<file path="config.mk">
export PLATFORM = sky130hd
export DESIGN_NAME = dcm_ctrl
export DESIGN_NICKNAME = d
export VERILOG_FILES = /design/src/rtl/dcm_pkg.sv /design/src/rtl/dcm_ctrl.sv
export SDC_FILE = /design/constraint.sdc
export NUM_CORES = 1
export LEC_CHECK = 0
export BUFFER_PORTS_ARGS = -buffer_cell sky130_fd_sc_hd__buf_2
export CAP_MARGIN = 20
export CORE_MARGIN = 1
export CORE_UTILIZATION = 25
export CTS_BUF_LIST = sky130_fd_sc_hd__clkbuf_16
export DETAILED_ROUTE_END_ITERATION = 8
export PLACE_DENSITY = 0.54
export SYNTH_ARGS = -nofsm -noshare
export SYNTH_HDL_FRONTEND = slang
export SYNTH_SLANG_ARGS = --single-unit
export TNS_END_PERCENT = 50
</file>
<file path="constraint.sdc">
create_clock -name clk -period 3.26 [get_ports clk]
set_input_delay 0.978 -clock clk [delete_from_list [all_inputs] [get_ports clk]]
set_output_delay 0.978 -clock clk [all_outputs]
set_load 0.005 [all_outputs]
</file>
<file path="src/rtl/dcm_pkg.sv">
// ----------------------------------------------------------------------------
// dcm_pkg
// Shared types and constants of the disc clear mask engine: stream field
// layout, operation codes, register indexes, controller states and the
// command and status bundles between controller and datapath.
// ----------------------------------------------------------------------------
package dcm_pkg;

  // input item field widths
  localparam int FUNC_W   = 2;
  localparam int IDX_W    = 16;
  localparam int WORD_W   = 32;
  localparam int CTR_W    = 18;
  localparam int RAD_IN_W = 7;

  // centre fixed point
  localparam int FRAC_W = 16;

  // in_tdata layout, lowest field first
  localparam int IDX_LSB      = 0;
  localparam int WORD_LSB     = IDX_LSB + IDX_W;
  localparam int CX_LSB       = WORD_LSB + WORD_W;
  localparam int CY_LSB       = CX_LSB + CTR_W;
  localparam int RAD_LSB      = CY_LSB + CTR_W;
  localparam int IN_FIELDS_W  = RAD_LSB + RAD_IN_W;
  localparam int IN_TDATA_W   = ((IN_FIELDS_W + 7) / 8) * 8;
  localparam int IN_TUSER_W   = FUNC_W;

  // result layout
  localparam int OUT_TDATA_W  = 32;
  localparam int OUT_TUSER_W  = FUNC_W;

  // configuration port
  localparam int CFG_IDX_W  = 1;
  localparam int CFG_DATA_W = 9;

  typedef enum logic [CFG_IDX_W-1:0] {
    CFG_MASK_WIDTH  = 1'b0,
    CFG_MASK_HEIGHT = 1'b1
  } cfg_reg_t;

  // operation codes carried in tuser
  typedef enum logic [FUNC_W-1:0] {
    FN_LOAD  = 2'd0,
    FN_READ  = 2'd1,
    FN_CARVE = 2'd2
  } func_t;

  // datapath operations issued by the controller
  typedef enum logic [3:0] {
    OP_NONE,
    OP_ACCEPT,
    OP_SETUP,
    OP_ROW_A,
    OP_ROW_B,
    OP_SPAN,
    OP_SPAN2,
    OP_CLEAR,
    OP_NEXT,
    OP_RESP
  } dp_op_t;

  typedef enum logic [3:0] {
    ST_IDLE,
    ST_SETUP,
    ST_ROW_A,
    ST_ROW_B,
    ST_SQRT,
    ST_SPAN,
    ST_SPAN2,
    ST_CLEAR,
    ST_NEXT,
    ST_RESP
  } ctrl_state_t;

  typedef struct packed {
    dp_op_t op;
  } dp_cmd_t;

  typedef struct packed {
    logic [FUNC_W-1:0] func;
    logic              row_ok;
    logic              sqrt_done;
    logic              span_empty;
    logic              col_last;
    logic              m_last;
    logic              slot_free;
  } dp_status_t;

endpackage

</file>
<file path="src/rtl/dcm_ctrl.sv">
// ----------------------------------------------------------------------------
// dcm_ctrl
// Controller: accepts one item at a time, sequences the row walk of a carve
// and hands the result to the output register.
// ----------------------------------------------------------------------------
module dcm_ctrl (
  input  logic                clk,
  input  logic                rst_n,
  input  logic                in_tvalid,
  output logic                in_tready,
  output dcm_pkg::dp_cmd_t    cmd,
  input  dcm_pkg::dp_status_t status
);

  dcm_pkg::ctrl_state_t state_r;
  dcm_pkg::ctrl_state_t state_nxt;

  // state register
  always_ff @(posedge clk) begin
    if (!rst_n) begin
      state_r <= dcm_pkg::ST_IDLE;
    end else begin
      state_r <= state_nxt;
    end
  end

  assign in_tready = rst_n && (state_r == dcm_pkg::ST_IDLE);

  // next state and datapath command
  always_comb begin
    state_nxt = state_r;
    cmd.op    = dcm_pkg::OP_NONE;
    case (state_r)
      dcm_pkg::ST_IDLE: begin
        if (in_tvalid && in_tready) begin
          cmd.op = dcm_pkg::OP_ACCEPT;
          if (status.func == dcm_pkg::FN_CARVE) begin
            state_nxt = dcm_pkg::ST_SETUP;
          end else begin
            state_nxt = dcm_pkg::ST_RESP;
          end
        end
      end
      dcm_pkg::ST_SETUP: begin
        cmd.op    = dcm_pkg::OP_SETUP;
        state_nxt = dcm_pkg::ST_ROW_A;
      end
      dcm_pkg::ST_ROW_A: begin
        cmd.op    = dcm_pkg::OP_ROW_A;
        state_nxt = dcm_pkg::ST_ROW_B;
      end
      dcm_pkg::ST_ROW_B: begin
        cmd.op    = dcm_pkg::OP_ROW_B;
        state_nxt = status.row_ok ? dcm_pkg::ST_SQRT : dcm_pkg::ST_NEXT;
      end
      dcm_pkg::ST_SQRT: begin
        if (status.sqrt_done) begin
          state_nxt = dcm_pkg::ST_SPAN;
        end
      end
      dcm_pkg::ST_SPAN: begin
        cmd.op    = dcm_pkg::OP_SPAN;
        state_nxt = dcm_pkg::ST_SPAN2;
      end
      dcm_pkg::ST_SPAN2: begin
        cmd.op    = dcm_pkg::OP_SPAN2;
        state_nxt = status.span_empty ? dcm_pkg::ST_NEXT : dcm_pkg::ST_CLEAR;
      end
      dcm_pkg::ST_CLEAR: begin
        cmd.op = dcm_pkg::OP_CLEAR;
        if (status.col_last) begin
          state_nxt = dcm_pkg::ST_NEXT;
        end
      end
      dcm_pkg::ST_NEXT: begin
        cmd.op    = dcm_pkg::OP_NEXT;
        state_nxt = status.m_last ? dcm_pkg::ST_RESP : dcm_pkg::ST_ROW_A;
      end
      dcm_pkg::ST_RESP: begin
        if (status.slot_free) begin
          cmd.op    = dcm_pkg::OP_RESP;
          state_nxt = dcm_pkg::ST_IDLE;
        end
      end
      default: begin
        state_nxt = dcm_pkg::ST_IDLE;
      end
    endcase
  end

endmodule

</file>
[After elaboration in Yosys (flattened, before gate mapping)]
Cells that the tools add are included.
Storage, ports and cells
  word-level logic and storage cells: 31
  register bits: 4
  input bits: 11
  output and inout bits: 5
Cells by class
  reduce and logical (&&, ||, !) cells: 4
  muxes and demuxes: 12
  equality and inequality tests: 14
Operators by type and width (number)
  4-bit one-hot mux with 10 select lines: 1
  4-bit two-way mux: 9
  4-bit one-hot mux with 9 select lines: 1
  4-bit by 3-bit equality test with 1-bit output (second input constant): 4
  4-bit by 2-bit equality test with 1-bit output (second input constant): 2
  4-bit equality test (second input constant): 2
  2-bit inequality test (second input constant): 3
  4-bit by 1-bit equality test with 1-bit output (second input constant): 1
  4-bit logical NOT: 1
  4-bit AND reduction: 1
  2-bit equality test (second input constant): 1
  1-bit logical AND: 2
  2-bit by 1-bit inequality test with 1-bit output (second input constant): 1
  1-bit two-way mux: 1

[Logic depth before layout (Yosys ltp)]
  word-level depth: 5
  mapped depth: 6
  depth with buffers taken out: 4

[Least setup slack after synthesis]
OpenSTA, ideal clock, no wires.
  path type: in2out
  start: input port in_tvalid
  end: output port cmd[0] in the netlist's numbering
  path slack: 965 ps
  stages on the path: 2
  buffers on the path: 0
  required time: 2282 ps
  arrival: 1317 ps
  cell sequence: a21oi_1 -> o41ai_1
RTL lines
  from (decl): RTL line dcm_ctrl.sv:9  | input logic in_tvalid,
  to (decl): RTL line dcm_ctrl.sv:11  | output dcm_pkg::dp_cmd_t cmd,

==> reports/metrics.csv <==
stage;metric;value;unit
sta;rsz0062_at_grt;no;
route;dr.pass1.iters;3;
synthesis;syn_avg_cell_area;7.81;um^2
synthesis;synthTopCellsByArea;dfxtp_1, a21oi_1, nand2b_1, buf_6, nand4bb_1;
place;port_buffers;15;
sta;setup_violations;0;
pwr;ir_drop;0.303;mV
clocking;htree_levels;1;
pwr;p_sw;238;uW
global_route;antenna_found_initial;0;
sta;fin_crit;2780;ps
worst_setup_path;r2r_end;state_r[3];
place;dpl_cell_area;564;um^2
place;gp_congestion;0.772;
worst_setup_path;worst_setup_path_end_kind;output pin;
synthesis;synth_edf_count;0;
synthesis;synth_fa_ha_area_frac;0;
route;vias;491;
route;detail_route.wl_per_cell;11.2;um
place;dp_hpwl;832;um
synthesis;synth.distinct_cells;35;
pwr;seqPwrFrac;0.192;
clocking;cts_setup_buffers;0;
floorplanning;core_area;1760;um^2
synthesis;yosysTopAreaCell;dfxtp_1;
clocking;path_clk_slew;30;ps
clocking;cts.sinks;4;
worst_setup_path;crit_chain;or3b_4 > o21ai_0 > nand2_1 > o41ai_1 > buf_2;
synthesis;synth_compound_area_frac;0.362;
floorplanning;ioPinCount;16;
final_layout;regMostFlops;state_r;
sta;max_slew_margin;0.639;
route;via_per_inst;4.86;
min_path;hold_start;state_r[2];
clocking;clk_latency;220;ps
floorplanning;die_w;46.0;um
global_route;track_usage;0.123;
synthesis;synthXorXnorAreaFrac;0.0362;
final_layout;drive_gt1_frac;0.316;
status;outcome;finished clean;
sta;finalCritPeriodShare;0.852;
route;antenna_left;0;
global_route;grt_pass1_wl;1790;um
synthesis;yosysWarnings;0;
worst_setup_path;max_stage_delay;640;ps
synthesis;ys_seq_area_frac;0.165;
final_layout;reg_top3;state_r (4);
sta;finalHoldViolCount;0;
global_route;gr-total-overflow;0;
worst_setup_path;cp.required;2280;ps
worst_setup_path;start_kind;flip-flop;
final_layout;largest_reg_flops;4;
min_path;holdPathStages;3;
final_layout;n_antenna_cell;0;
pwr;cellLeakagePower;0.000248;uW
place;dp_slack;645;ps
synthesis;synthArstFlopShare;0;
sta;fmax;360;MHz
synthesis;synthMuxAreaShare;0.0207;
global_route;grt_max_degree;19;
worst_setup_path;cp_slowest_cell;dfxtp_1;
pwr;power.internal;399;uW
clocking;cts_buffers;3;
flow_run;cap_violations;0;
synthesis;synth-simple-area-share;0.307;
pwr;power_density;997;nW/um^2
worst_setup_path;reg2reg_depth;3;
clocking;clock_path_buffers;2;
min_path;worstHoldEndpoint;state_r[3];
sta;tns;0;ps
pwr;clkPwrFrac;0.298;
worst_setup_path;worstPathArrival;1800;ps
clocking;cts_resized;0;
worst_setup_path;crit_type;flip-flop to output pin;
global_route;grt_pass1_vias;426;
sta;worst_slack;484;ps
synthesis;synth_seq_cells;4;
synthesis;syn_area;484;um^2
synthesis;synth_top_family_by_area;compound AO/OA/AOI/OAI gates;
clocking;ctsHoldBuffers;0;
final_layout;num-nets-final;89;
floorplanning;die_height;46.0;um
worst_setup_path;r2r-start;state_r[3];
worst_setup_path;path_max_fanout;17;
floorplanning;num_rows;15;
sta;fin_skew;2.57;ps
sta;slew_violations;0;
final_layout;post-route-util;0.362;
floorplanning;start_util;0.274;
clocking;cts_tree;yes;
floorplanning;dieArea;2120;um^2
min_path;hold_path.class;flip-flop to flip-flop;
synthesis;synth_top_cell_area_share;0.165;
route;route.detailed.drc;0;
synthesis;syn_inst;62;
synthesis;synth_ff_type;dfxtp_1;
worst_setup_path;rrSetupSlack;1630;ps
sta;worst_pin_slew;541;ps
final_layout;areaGrowthSynthToFinish;32.0;%
final_layout;final_area;639;um^2
clocking;ctsRootBufferMaster;clkbuf_16;
route;finalWirelength;1130;um
pwr;combPwrFrac;0.510;
synthesis;syn_nets;73;
pwr;switching_share;0.374;
route;first_iter_violations;5;
## kinds of logic (layout without fill, tap and decap cells)
kind of cell              count (synthesis)  in the layout
AOI/OAI and AO/OA                        24             24
xor gates and xnor gates                  2              2
muxes                                     1              1
DFF                                       4              4
buffers and inverters                     9             23
and+or+nand+nor                          22             22
## cell usage after synthesis, types with 2 or more instances
master     number
nand2b_1        4
buf_2           3
buf_6           2
o21ai_0         3
a21oi_1         6
a21boi_1        2
nand4bb_1       2
inv_1           3
nor2_1          5
o21ai_1         2
dfxtp_1         4
a211oi_1        2
nand2_1         2
## critical path: cells and delay by family (launching register included)
| kind | cells | cell delay [ps] |
|---|---|---|
| DFF | 1 | 640 |
| and+or+nand+nor | 2 | 530 |
| AOI/OAI and AO/OA | 2 | 240 |
| buffers and inverters | 1 | 170 |
## placed cells by master, fill, tap and decap left out, drive strengths merged, types with 2 or more instances in the layout
| cell | synthesis | final |
|---|---|---|
| nand4bb | 2 | 2 |
| nand2b | 4 | 4 |
| clkbuf | 1 | 3 |
| nand2 | 2 | 2 |
| a211oi | 2 | 2 |
| a21oi | 6 | 6 |
| nor2 | 5 | 5 |
| a21boi | 2 | 2 |
| inv | 3 | 3 |
| dfxtp | 4 | 4 |
| buf | 5 | 17 |
| o21ai | 5 | 5 |
## routing by layer
layer / vias up / global-route usage / part of all wire
li1: 264 / - / -
met4: 0 / 0.0765 / 0.021
met2: 11 / 0.175 / 0.46
met5: - / 0 / 0
met3: 2 / 0.0397 / 0.037
met1: 214 / 0.158 / 0.48
## through the flow
step	total power (uW)	hold WS, ps	std cells
floorplan	382	646	62
detailed placement	453	745	98
CTS	649	748	101
finish	637	738	101
global placement	451	740	98
global route	698	799	101
## worst max-delay path by stage
stage	from	end	slack [ps]
finish	state_r[3]	cmd[0]	480
global route	state_r[3]	cmd[0]	370
CTS	state_r[3]	cmd[0]	460
detailed placement	rst_n	cmd[0]	640
global placement	rst_n	cmd[0]	640
floorplan	in_tvalid	cmd[0]	970
## power by group through the flow
stage | logic, uW | registers, uW | clock network, uW
6_report | 325 | 122 | 190
5_1_grt | 369 | 130 | 199
4_1_cts | 331 | 123 | 195
3_5_place_dp | 328 | 124 | 0
3_3_place_gp | 329 | 123 | 0
2_1_floorplan | 296 | 86.4 | 0
## cell type report
type | instances | area, um^2
timing repair buffer | 17 | 90.1
tap | 25 | 31.3
multi-input combinational | 49 | 352
inverter | 3 | 11.3
fill | 208 | 1120
sequential | 4 | 80.1
clock buffer | 3 | 75.1
Power figures use the tool's default switching activity.
